<file path="src/hw/rtl/assert_macros.svh">
// ----------------------------------------------------------------------------
// assertion macros
// clocked checks shared by the decoder modules, using clk and rst in scope
// ----------------------------------------------------------------------------
`ifndef ASSERT_MACROS_SVH
`define ASSERT_MACROS_SVH

// same-cycle implication
`define RPD_ASSERT_IMP(lbl, ante, cons, msg) \
  lbl: assert property (@(posedge clk) disable iff (rst) (ante) |-> (cons)) \
    else $error(msg);

// next-cycle implication
`define RPD_ASSERT_NXT(lbl, ante, cons, msg) \
  lbl: assert property (@(posedge clk) disable iff (rst) (ante) |=> (cons)) \
    else $error(msg);

`endif

</file>
<file path="src/hw/rtl/rpd_pkg.sv">
// ----------------------------------------------------------------------------
// rpd_pkg
// types and constants of the four-channel rc pulse decoder
// ----------------------------------------------------------------------------
package rpd_pkg;

  // timer and arithmetic widths
  localparam int TIMER_BITS = 16;
  localparam int VAL_W      = 16;
  localparam int WIDTH_W    = (TIMER_BITS > VAL_W) ? TIMER_BITS : VAL_W;
  localparam int PROD_W     = WIDTH_W + VAL_W;
  localparam int QCNT_W     = $clog2(PROD_W);
  localparam int NUM_CH     = 4;
  localparam int CH_W       = 2;
  localparam int CFG_IDX_W  = 3;

  localparam logic [VAL_W-1:0] VAL_MAX = {VAL_W{1'b1}};

  // configuration register indexes
  localparam logic [CFG_IDX_W-1:0] CFG_PULSE_MIN      = 3'd0;
  localparam logic [CFG_IDX_W-1:0] CFG_PULSE_RANGE    = 3'd1;
  localparam logic [CFG_IDX_W-1:0] CFG_THR_OUT_MIN    = 3'd2;
  localparam logic [CFG_IDX_W-1:0] CFG_THR_OUT_SPAN   = 3'd3;
  localparam logic [CFG_IDX_W-1:0] CFG_ATTITUDE_MIN   = 3'd4;
  localparam logic [CFG_IDX_W-1:0] CFG_ATTITUDE_RANGE = 3'd5;

  // channel codes
  localparam logic [CH_W-1:0] CH_THROTTLE = 2'd0;

  // reset values of the configuration registers
  localparam logic [VAL_W-1:0] RST_PULSE_MIN   = 16'd1000;
  localparam logic [VAL_W-1:0] RST_PULSE_RANGE = 16'd1000;
  localparam logic [VAL_W-1:0] RST_OUT_MIN     = 16'd0;
  localparam logic [VAL_W-1:0] RST_OUT_RANGE   = 16'd1000;

  typedef struct packed {
    logic [CH_W-1:0]  channel;
    logic             pin_high;
    logic [15:0]      capture_time;
  } rpd_in_t;

  typedef struct packed {
    logic [VAL_W-1:0] throttle_value;
    logic [VAL_W-1:0] roll_value;
    logic [VAL_W-1:0] yaw_value;
    logic [VAL_W-1:0] pitch_value;
  } rpd_out_t;

  typedef enum logic [1:0] {
    ST_IDLE,
    ST_MUL,
    ST_DIV,
    ST_DONE
  } rpd_state_t;

  // controller to datapath
  typedef struct packed {
    logic accept;
    logic mul;
    logic div_step;
    logic commit;
  } rpd_cmd_t;

  // datapath to controller
  typedef struct packed {
    logic div_last;
    logic commit_ok;
  } rpd_status_t;

endpackage

</file>
<file path="src/hw/rtl/rpd_ctrl.sv">
// ----------------------------------------------------------------------------
// rpd_ctrl
// sequencer: accept, multiply, serial divide, commit
// ----------------------------------------------------------------------------
`include "assert_macros.svh"

module rpd_ctrl (
  input  logic                clk,
  input  logic                rst,
  input  logic                in_valid,
  input  logic                pin_high,
  input  rpd_pkg::rpd_status_t status,
  output logic                in_stall,
  output rpd_pkg::rpd_cmd_t   cmd
);

  rpd_pkg::rpd_state_t state;
  rpd_pkg::rpd_state_t state_next;

  // state register
  always_ff @(posedge clk) begin
    if (rst) begin
      state <= rpd_pkg::ST_IDLE;
    end else begin
      state <= state_next;
    end
  end

  // next state
  always_comb begin
    state_next = state;
    unique case (state)
      rpd_pkg::ST_IDLE: begin
        if (in_valid && !pin_high) state_next = rpd_pkg::ST_MUL;
      end
      rpd_pkg::ST_MUL: begin
        state_next = rpd_pkg::ST_DIV;
      end
      rpd_pkg::ST_DIV: begin
        if (status.div_last) state_next = rpd_pkg::ST_DONE;
      end
      rpd_pkg::ST_DONE: begin
        if (status.commit_ok) state_next = rpd_pkg::ST_IDLE;
      end
      default: state_next = rpd_pkg::ST_IDLE;
    endcase
  end

  // outputs
  always_comb begin
    in_stall     = 1'b1;
    cmd          = '0;
    unique case (state)
      rpd_pkg::ST_IDLE: begin
        in_stall   = 1'b0;
        cmd.accept = in_valid;
      end
      rpd_pkg::ST_MUL:  cmd.mul      = 1'b1;
      rpd_pkg::ST_DIV:  cmd.div_step = 1'b1;
      rpd_pkg::ST_DONE: cmd.commit   = status.commit_ok;
      default: in_stall = 1'b1;
    endcase
  end

  // a falling edge runs the full sequence, a rising edge finishes at accept
  `RPD_ASSERT_NXT(a_fall_to_mul, cmd.accept && !pin_high, state == rpd_pkg::ST_MUL, "falling edge did not start multiply")
  `RPD_ASSERT_NXT(a_div_to_done, state == rpd_pkg::ST_DIV && status.div_last, state == rpd_pkg::ST_DONE, "divide end missed")
  `RPD_ASSERT_NXT(a_commit_idle, cmd.commit, state == rpd_pkg::ST_IDLE && !in_stall, "commit did not return to idle")

endmodule

</file>
<file path="src/hw/rtl/rpd_dp.sv">
// ----------------------------------------------------------------------------
// rpd_dp
// datapath: config registers, per-channel state, multiplier, serial divider
// ----------------------------------------------------------------------------
`include "assert_macros.svh"

module rpd_dp (
  input  logic                 clk,
  input  logic                 rst,
  input  rpd_pkg::rpd_in_t     in_data,
  input  rpd_pkg::rpd_cmd_t    cmd,
  output rpd_pkg::rpd_status_t status,
  input  logic                 cfg_valid,
  input  logic [rpd_pkg::CFG_IDX_W-1:0] cfg_index,
  input  logic [rpd_pkg::VAL_W-1:0]     cfg_data,
  output logic                 out_valid,
  input  logic                 out_stall,
  output rpd_pkg::rpd_out_t    out_data
);

  // configuration registers
  logic [rpd_pkg::VAL_W-1:0] pulse_min;
  logic [rpd_pkg::VAL_W-1:0] pulse_range;
  logic [rpd_pkg::VAL_W-1:0] thr_out_min;
  logic [rpd_pkg::VAL_W-1:0] thr_out_span;
  logic [rpd_pkg::VAL_W-1:0] attitude_min;
  logic [rpd_pkg::VAL_W-1:0] attitude_range;

  // per-channel state
  logic [rpd_pkg::TIMER_BITS-1:0] rise_stamp [rpd_pkg::NUM_CH];
  logic [rpd_pkg::VAL_W-1:0]      channel_value [rpd_pkg::NUM_CH];
  logic [rpd_pkg::NUM_CH-1:0]     channel_valid;

  // working registers of one falling edge
  logic [rpd_pkg::CH_W-1:0]       ch;
  logic [rpd_pkg::TIMER_BITS-1:0] width;
  logic                           short_pulse;
  logic [rpd_pkg::VAL_W-1:0]      rem;
  logic [rpd_pkg::PROD_W-1:0]     quo;
  logic [rpd_pkg::QCNT_W-1:0]     div_cnt;

  logic [rpd_pkg::TIMER_BITS-1:0] stamp_in;
  logic [rpd_pkg::WIDTH_W-1:0]    width_ext;
  logic [rpd_pkg::WIDTH_W-1:0]    pmin_ext;
  logic [rpd_pkg::VAL_W-1:0]      out_min;
  logic [rpd_pkg::VAL_W-1:0]      out_range;
  logic [rpd_pkg::VAL_W:0]        rem_shift;
  logic                           rem_ge;
  logic [rpd_pkg::VAL_W:0]        sum;
  logic [rpd_pkg::VAL_W-1:0]      value;
  logic [rpd_pkg::NUM_CH-1:0]     valid_next;
  logic                           all_valid;
  logic                           out_free;
  logic                           emit;
  logic                           rise_take;
  logic [rpd_pkg::VAL_W-1:0]      value_mix [rpd_pkg::NUM_CH];

  // config write port, unknown indexes dropped
  always_ff @(posedge clk) begin
    if (rst) begin
      pulse_min      <= rpd_pkg::RST_PULSE_MIN;
      pulse_range    <= rpd_pkg::RST_PULSE_RANGE;
      thr_out_min    <= rpd_pkg::RST_OUT_MIN;
      thr_out_span   <= rpd_pkg::RST_OUT_RANGE;
      attitude_min   <= rpd_pkg::RST_OUT_MIN;
      attitude_range <= rpd_pkg::RST_OUT_RANGE;
    end else if (cfg_valid) begin
      unique case (cfg_index)
        rpd_pkg::CFG_PULSE_MIN:      pulse_min      <= cfg_data;
        rpd_pkg::CFG_PULSE_RANGE:    pulse_range    <= cfg_data;
        rpd_pkg::CFG_THR_OUT_MIN:    thr_out_min    <= cfg_data;
        rpd_pkg::CFG_THR_OUT_SPAN:   thr_out_span   <= cfg_data;
        rpd_pkg::CFG_ATTITUDE_MIN:   attitude_min   <= cfg_data;
        rpd_pkg::CFG_ATTITUDE_RANGE: attitude_range <= cfg_data;
        default: ;
      endcase
    end
  end

  // operand selection
  assign stamp_in  = rpd_pkg::TIMER_BITS'(in_data.capture_time);
  assign width_ext = rpd_pkg::WIDTH_W'(width);
  assign pmin_ext  = rpd_pkg::WIDTH_W'(pulse_min);
  assign out_min   = (ch == rpd_pkg::CH_THROTTLE) ? thr_out_min : attitude_min;
  assign out_range = (ch == rpd_pkg::CH_THROTTLE) ? thr_out_span : attitude_range;

  // restoring divide step
  assign rem_shift = {rem, quo[rpd_pkg::PROD_W-1]};
  assign rem_ge    = rem_shift >= {1'b0, pulse_range};

  // final value: short pulses give the output minimum, overflow and a zero range saturate
  assign sum = {1'b0, out_min} + {1'b0, quo[rpd_pkg::VAL_W-1:0]};
  always_comb begin
    priority if (pulse_range == '0) begin
      value = rpd_pkg::VAL_MAX;
    end else if (short_pulse) begin
      value = out_min;
    end else if (|quo[rpd_pkg::PROD_W-1:rpd_pkg::VAL_W] || sum[rpd_pkg::VAL_W]) begin
      value = rpd_pkg::VAL_MAX;
    end else begin
      value = sum[rpd_pkg::VAL_W-1:0];
    end
  end

  // flags and values as they stand after commit
  assign valid_next = channel_valid | (rpd_pkg::NUM_CH'(1) << ch);
  assign all_valid  = &valid_next;
  assign out_free   = !out_valid || !out_stall;
  assign emit       = cmd.commit && all_valid;
  assign rise_take  = cmd.accept && in_data.pin_high;
  always_comb begin
    for (int i = 0; i < rpd_pkg::NUM_CH; i++) begin
      value_mix[i] = (ch == rpd_pkg::CH_W'(i)) ? value : channel_value[i];
    end
  end

  assign status.div_last  = div_cnt == rpd_pkg::QCNT_W'(rpd_pkg::PROD_W - 1);
  assign status.commit_ok = out_free || !all_valid;

  // capture stage and per-channel state
  always_ff @(posedge clk) begin
    if (rst) begin
      channel_valid <= '0;
      for (int i = 0; i < rpd_pkg::NUM_CH; i++) begin
        rise_stamp[i]    <= '0;
        channel_value[i] <= '0;
      end
    end else begin
      if (rise_take) begin
        rise_stamp[in_data.channel]    <= stamp_in;
        channel_valid[in_data.channel] <= 1'b0;
      end
      if (cmd.commit) begin
        channel_value[ch] <= value;
        channel_valid[ch] <= 1'b1;
      end
    end
  end

  // working registers: width, product, divider
  always_ff @(posedge clk) begin
    if (cmd.accept) begin
      ch    <= in_data.channel;
      width <= stamp_in - rise_stamp[in_data.channel];
    end
    if (cmd.mul) begin
      short_pulse <= width_ext < pmin_ext;
      quo         <= rpd_pkg::PROD_W'(width_ext - pmin_ext) * rpd_pkg::PROD_W'(out_range);
      rem         <= '0;
      div_cnt     <= '0;
    end else if (cmd.div_step) begin
      rem     <= rem_ge ? rpd_pkg::VAL_W'(rem_shift - {1'b0, pulse_range})
                        : rem_shift[rpd_pkg::VAL_W-1:0];
      quo     <= {quo[rpd_pkg::PROD_W-2:0], rem_ge};
      div_cnt <= div_cnt + rpd_pkg::QCNT_W'(1);
    end
  end

  // output register
  always_ff @(posedge clk) begin
    if (rst) begin
      out_valid <= 1'b0;
    end else if (emit) begin
      out_valid <= 1'b1;
    end else if (!out_stall) begin
      out_valid <= 1'b0;
    end
  end

  always_ff @(posedge clk) begin
    if (emit) begin
      out_data.throttle_value <= value_mix[0];
      out_data.roll_value     <= value_mix[1];
      out_data.yaw_value      <= value_mix[2];
      out_data.pitch_value    <= value_mix[3];
    end
  end

  `RPD_ASSERT_NXT(a_emit_on_full, emit, out_valid && (&channel_valid), "full set did not emit")
  `RPD_ASSERT_NXT(a_rise_clears, rise_take, !channel_valid[ch], "rising edge left channel valid")
  `RPD_ASSERT_IMP(a_commit_free, emit, out_free, "commit overwrote a pending beat")

endmodule

</file>
<file path="src/hw/rtl/rc_pwm_four_channel_decoder.sv">
// ----------------------------------------------------------------------------
// rc_pwm_four_channel_decoder
// four-channel rc pulse-width decoder with scaling and saturation
// ----------------------------------------------------------------------------
// rising edge: taken in idle, next beat accepted the cycle after
// falling edge: capture, 16x16 multiply, the one-bit restoring divider,
//   commit (held while a result waits in the stalled output); the serial divider sets the rate
// a result beat waits in an output register while the next edge is taken
// rst (synchronous): config to defaults, stamps and values zero, no channel valid
module rc_pwm_four_channel_decoder (
  input  logic                          clk,
  input  logic                          rst,
  input  logic                          in_valid,
  output logic                          in_stall,
  input  rpd_pkg::rpd_in_t              in_data,
  output logic                          out_valid,
  input  logic                          out_stall,
  output rpd_pkg::rpd_out_t             out_data,
  input  logic                          cfg_valid,
  output logic                          cfg_ready,
  input  logic [rpd_pkg::CFG_IDX_W-1:0] cfg_index,
  input  logic [rpd_pkg::VAL_W-1:0]     cfg_data
);

  rpd_pkg::rpd_cmd_t    cmd;
  rpd_pkg::rpd_status_t status;

  // config writes land at once
  assign cfg_ready = 1'b1;

  rpd_ctrl u_ctrl (
    .clk      (clk),
    .rst      (rst),
    .in_valid (in_valid),
    .pin_high (in_data.pin_high),
    .status   (status),
    .in_stall (in_stall),
    .cmd      (cmd)
  );

  rpd_dp u_dp (
    .clk       (clk),
    .rst       (rst),
    .in_data   (in_data),
    .cmd       (cmd),
    .status    (status),
    .cfg_valid (cfg_valid),
    .cfg_index (cfg_index),
    .cfg_data  (cfg_data),
    .out_valid (out_valid),
    .out_stall (out_stall),
    .out_data  (out_data)
  );

endmodule

</file>
<file path="config.mk">
export PLATFORM = sky130hd
export DESIGN_NAME = rc_pwm_four_channel_decoder
export DESIGN_NICKNAME = d
export VERILOG_FILES = /design/src/hw/rtl/rpd_pkg.sv /design/src/hw/rtl/rpd_ctrl.sv /design/src/hw/rtl/rpd_dp.sv /design/src/hw/rtl/rc_pwm_four_channel_decoder.sv
export VERILOG_INCLUDE_DIRS = /design/src /design/src/hw/rtl
export SDC_FILE = /design/constraint.sdc
export NUM_CORES = 2
export LEC_CHECK = 0
export ABC_AREA = 1
export BUFFER_PORTS_ARGS = -buffer_cell sky130_fd_sc_hd__buf_2
export CAP_MARGIN = 10
export CORE_ASPECT_RATIO = 0.6
export CORE_MARGIN = 1
export CORE_UTILIZATION = 45
export CTS_BUF_LIST = sky130_fd_sc_hd__clkbuf_4
export CTS_CLUSTER_DIAMETER = 120
export DETAILED_ROUTE_END_ITERATION = 7
export GPL_TIMING_DRIVEN = 0
export PLACE_DENSITY_LB_ADDON = 0.05
export SYNTH_ARGS = -nofsm -noshare
export SYNTH_HDL_FRONTEND = slang
export SYNTH_SLANG_ARGS = --single-unit
</file>
<file path="constraint.sdc">
create_clock -name clk -period 7.9 [get_ports clk]
set_input_delay 0 -clock clk [delete_from_list [all_inputs] [get_ports clk]]
set_output_delay 0 -clock clk [all_outputs]
set_load 0.01 [all_outputs]
</file>
==> metrics.md <==
| Metric | Value |
|---|---|
| Synth Area in XOR/XNOR | `1.74%` |
| Post-synthesis async set-or-reset flop share | `0%` |
| Post-Place Setup Slack | `-0.0907 ns` |
| Detailed-route wire length | `91800 um` |
| Final-layout fill cell count | `6123` |
| Clock network latency to the later pin of the worst-skew pair | `0.90 ns` |
| Wire length of the first global-routing pass | `139000 um` |
| Reg-to-reg critical path startpoint | `u_dp.width[0]$_DFFE_PP_` |
| Remaining max-slew budget at the tightest pin | `24.4%` |
| Global Route met3 Usage | `9.77%` |
| Vias in the first global route | `23170` |
| Clock tree from TritonCTS | `yes` |
| Effective utilization at floorplan | `45.6%` |
| Number of distinct library cells after synthesis | `61` |
| Worst-case hold slack | `0.0828 ns` |
| Height of the die | `197 um` |
| Antenna Violating Nets Remaining | `0` |
| Count of cells along the worst register-to-register path | `23` |
| Startpoint of the most critical setup path | `u_dp.width[0]$_DFFE_PP_` |
| HPWL reported at the end of detailed placement | `73900 um` |
| Most numerous cell types in the synthesized netlist | `sky130_fd_sc_hd__nand2_1 (814), sky130_fd_sc_hd__inv_1 (542), sky130_fd_sc_hd__nor2_1 (420)` |
| CP required | `8.54 ns` |
| Fraction of the core area covered by cells at the end of the flow | `51.3%` |
| Maxcap violations | `0` |
| Overall via count from detail_route | `24062` |
| Port Buffers | `107` |
| Area growth from synthesis to layout | `12.7%` |
| Share of synthesized area spent on multiplexers | `0%` |
| Worst setup SP type | `register` |
| Number of buffers between clock root and the deepest sink | `3` |
| Fmax | `131 MHz` |
| Compound-Gate Fraction of Synth Area | `8.22%` |
| Post-layout min period | `7.63 ns` |
| Drc violations | `0` |
| Final max-slew violation count | `0` |
| Slack of the worst reg-to-reg path | `0.27 ns` |
| GRT met1 Usage | `45.8%` |
| Combinational family with the most area after synthesis | `adder cells` |
| Via/cell ratio | `5.26` |
| Synthesized-area fraction occupied by adder cells | `25.1%` |
| Root Buffer | `sky130_fd_sc_hd__clkbuf_4` |
| DR pass1 iterations | `5` |
| CTS buffer count | `89` |
| Number of nets in the layout | `4115` |
| Kind of critical path | `register to register` |
| Cell type contributing the most total cell area after synthesis | `sky130_fd_sc_hd__edfxtp_1` |
| Count of state elements after synthesis | `367` |
| Number of hold violations in the final report | `0` |
| Outcome | `finished clean` |
| Maximum number of pins on one net before global-route repair | `46` |
| Mean area per synthesized cell | `8.42 um2` |
| Most instantiated flip-flop cell in the synthesis netlist | `sky130_fd_sc_hd__edfxtp_1` |
| Global router's overall resource usage | `28.7%` |
| Post-synthesis cell count | `3394` |
| Sequential element share of the synthesized area | `34.2%` |
| Total grt overflow | `0` |
| Clock transition time at the flip-flop clock pins of the worst setup and hold paths | `0.07 ns` |
| Area inside the core boundary | `62700 um2` |
| Iteration-0 DRC count of the detailed router | `2201` |
| Crit path max fanout | `9` |
| Worst Hold Class | `input port to register` |
| Count of final setup violators | `0` |
| Kind of capture point of the worst setup path | `register` |
| Slew of the pin with the lowest slew margin | `1.13 ns` |
| Synth Cell Area | `28600 um2` |
| Count of placed standard cells including taps | `4342` |
| Standard-cell rows | `71` |
| Worst-case setup margin in the final layout | `0.275 ns` |
| Top-count cell post-synth | `sky130_fd_sc_hd__nand2_1` |
| Post-synth net total | `3846` |
| Area of the die | `64600 um2` |
| Die outline width | `327 um` |
| Arrival time of data at the critical path endpoint | `8.27 ns` |
| Share of the synthesized area in the top cell type | `25.5%` |
| DR WL/cell | `20.1 um` |
| Total clock sinks | `367` |
| Worst reg2reg path endpoint | `u_dp.quo[31]$_DFFE_PP_` |
| Top-level I/O count | `110` |
| Most Used Layer, Global Route | `met1` |
| Yosys warnings | `0` |
| Final period util | `96.5%` |
| Worst setup path endpoint | `u_dp.quo[31]$_DFFE_PP_` |
| EDFF count, synth | `243` |
| Top cells by area, synth | `sky130_fd_sc_hd__edfxtp_1 (26%), sky130_fd_sc_hd__fa_1 (19%), sky130_fd_sc_hd__nand2_1 (11%)` |
| Met2 Use GR | `36.6%` |
| Layout cells sized above 1 | `11.1%` |
| Maximum clock skew at final layout | `0.126 ns` |
| Post-layout instance count excluding filler cells | `4572` |
| H-Tree Depth | `3` |
| Final estimated routing congestion in global placement | `0.947` |
| Simple logic cell fraction of the synthesized area | `21.7%` |
| Antenna violations before repair | `2` |
[final cells by class]
class / instances / area [um2] / share of cell area (%)
Antenna cell: 2 / 5.00 / 0.0155
Tap cell: 839 / 1050 / 3.26
Buffer: 92 / 427 / 1.32
Clock inverter: 19 / 111 / 0.346
Timing Repair Buffer: 178 / 1240 / 3.85
Sequential cell: 367 / 9780 / 30.4
Multi-Input combinational cell: 2368 / 16400 / 50.8
Clock buffer: 140 / 1050 / 3.26
Inverter: 567 / 2170 / 6.75
[registers in the layout, summed over array words and instances (netlist names), 16 cells and up]
name,cells
u_dp.thr_out_min,16
u_dp.out_data,64
u_dp.attitude_range,16
u_dp.thr_out_span,16
u_dp.width,16
u_dp.rise_stamp,64
u_dp.pmin_ext,16
u_dp.attitude_min,16
u_dp.quo,32
u_dp.pulse_range,16
u_dp.channel_value,64
u_dp.rem,16
[placed cells by master, fill, tap and decap left out, types with 6 or more instances in the layout]
cell                            count
sky130_fd_sc_hd__nand2_1          810
sky130_fd_sc_hd__inv_1            537
sky130_fd_sc_hd__nor2_1           420
sky130_fd_sc_hd__fa_1             270
sky130_fd_sc_hd__edfxtp_1         243
sky130_fd_sc_hd__a21oi_1          143
sky130_fd_sc_hd__clkbuf_4         140
sky130_fd_sc_hd__nand3_1          138
sky130_fd_sc_hd__ha_1             134
sky130_fd_sc_hd__o21ai_0          127
sky130_fd_sc_hd__dfxtp_1          124
sky130_fd_sc_hd__buf_2            123
sky130_fd_sc_hd__dlygate4sd3_1     61
sky130_fd_sc_hd__clkbuf_1          56
sky130_fd_sc_hd__xnor2_1           29
sky130_fd_sc_hd__nand2_2           28
sky130_fd_sc_hd__xor2_1            23
sky130_fd_sc_hd__o211ai_1          23
sky130_fd_sc_hd__or2_2             22
sky130_fd_sc_hd__clkinv_1          21
sky130_fd_sc_hd__nor3_1            19
sky130_fd_sc_hd__a22o_1            13
sky130_fd_sc_hd__a221oi_1          13
sky130_fd_sc_hd__inv_2             12
sky130_fd_sc_hd__o21ai_1           12
sky130_fd_sc_hd__nand4_1           12
sky130_fd_sc_hd__buf_4             12
sky130_fd_sc_hd__a21o_1            11
sky130_fd_sc_hd__o21bai_1          11
sky130_fd_sc_hd__nand3b_1          11
sky130_fd_sc_hd__buf_1              9
sky130_fd_sc_hd__nor4_1             8
sky130_fd_sc_hd__nand2_4            8
sky130_fd_sc_hd__a21oi_2            7
sky130_fd_sc_hd__buf_6              6
sky130_fd_sc_hd__o21a_1             6
sky130_fd_sc_hd__a31oi_1            6
[kinds of logic (layout without fill, tap and decap cells)]
logic type               Yosys count  in the layout
AND/OR/NAND/NOR                 1504           1504
buffers and inverters            659            996
adder cells (fa/ha/maj)          409            409
AO/OA/AOI/OAI                    399            399
flip-flops                       367            367
XOR/XNOR                          55             55
other                              1              3
[critical path, stage by stage (launching register included)]
cell and delay [ns]:
sky130_fd_sc_hd__edfxtp_1 0.32, sky130_fd_sc_hd__inv_1 0.05, sky130_fd_sc_hd__ha_1 0.21, sky130_fd_sc_hd__fa_1 0.42
sky130_fd_sc_hd__xnor2_1 0.86, sky130_fd_sc_hd__inv_1 0.51, sky130_fd_sc_hd__nor2_1 0.27, sky130_fd_sc_hd__fa_1 0.47
sky130_fd_sc_hd__fa_1 0.46, sky130_fd_sc_hd__fa_1 0.67, sky130_fd_sc_hd__fa_1 0.49, sky130_fd_sc_hd__fa_1 0.49
sky130_fd_sc_hd__inv_1 0.05, sky130_fd_sc_hd__fa_1 0.47, sky130_fd_sc_hd__inv_1 0.04, sky130_fd_sc_hd__ha_1 0.43
sky130_fd_sc_hd__a21oi_1 0.13, sky130_fd_sc_hd__o21ai_0 0.35, sky130_fd_sc_hd__a21oi_1 0.10, sky130_fd_sc_hd__or2_2 0.28
sky130_fd_sc_hd__nand3_1 0.12, sky130_fd_sc_hd__nand3_1 0.09, sky130_fd_sc_hd__nand3_1 0.08, sky130_fd_sc_hd__nand2_1 0.07
[repair_timing]
| item | 4_1_cts | 5_1_grt |
|---|---|---|
| resized for setup | 2 | 36 |
| endpoints found under the setup margin | 2 | 15 |
| endpoints found under the hold margin | 249 | 0 |
| pin swaps | 0 | 2 |
| buffers inserted | 0 | 8 |
| hold buffers | 61 | 0 |
[metrics by stage]
stage	setup TNS (ns)	area (um2)
2_1_floorplan	0	28600
3_3_place_gp	-0.0299	30200
3_5_place_dp	-0.246	30200
4_1_cts	0	32000
5_1_grt	-0.00674	32200
6_report	0	32200
[per-layer routing]
metal | wire [um] | vias to the layer above
met5 | 0 | -
met4 | 1310 | 0
met3 | 11000 | 91
met2 | 34000 | 1030
met1 | 45400 | 11628
li1 | - | 11313
[worst min-delay path by stage]
stage / from / endpoint / slack [ns] / depth (start not counted)
final: in_data[8] / u_dp.rise_stamp[3][8]$_DFFE_PP_ / 0.08 / 4
after global routing: in_data[9] / u_dp.rise_stamp[3][9]$_DFFE_PP_ / 0.05 / 4
after CTS: in_data[8] / u_dp.rise_stamp[3][8]$_DFFE_PP_ / 0.003 / 4
after detailed placement: in_data[17] / u_dp.ch[0]$_DFFE_PP_ / 0.26 / 1
after global placement: in_data[18] / u_dp.ch[1]$_DFFE_PP_ / 0.27 / 1
after floorplan: in_data[17] / u_dp.ch[0]$_DFFE_PP_ / 0.1 / 0
Power is left out: the tool's default activity adds up to more than one toggle a clock period on the data nets, which glitch-free logic cannot reach.
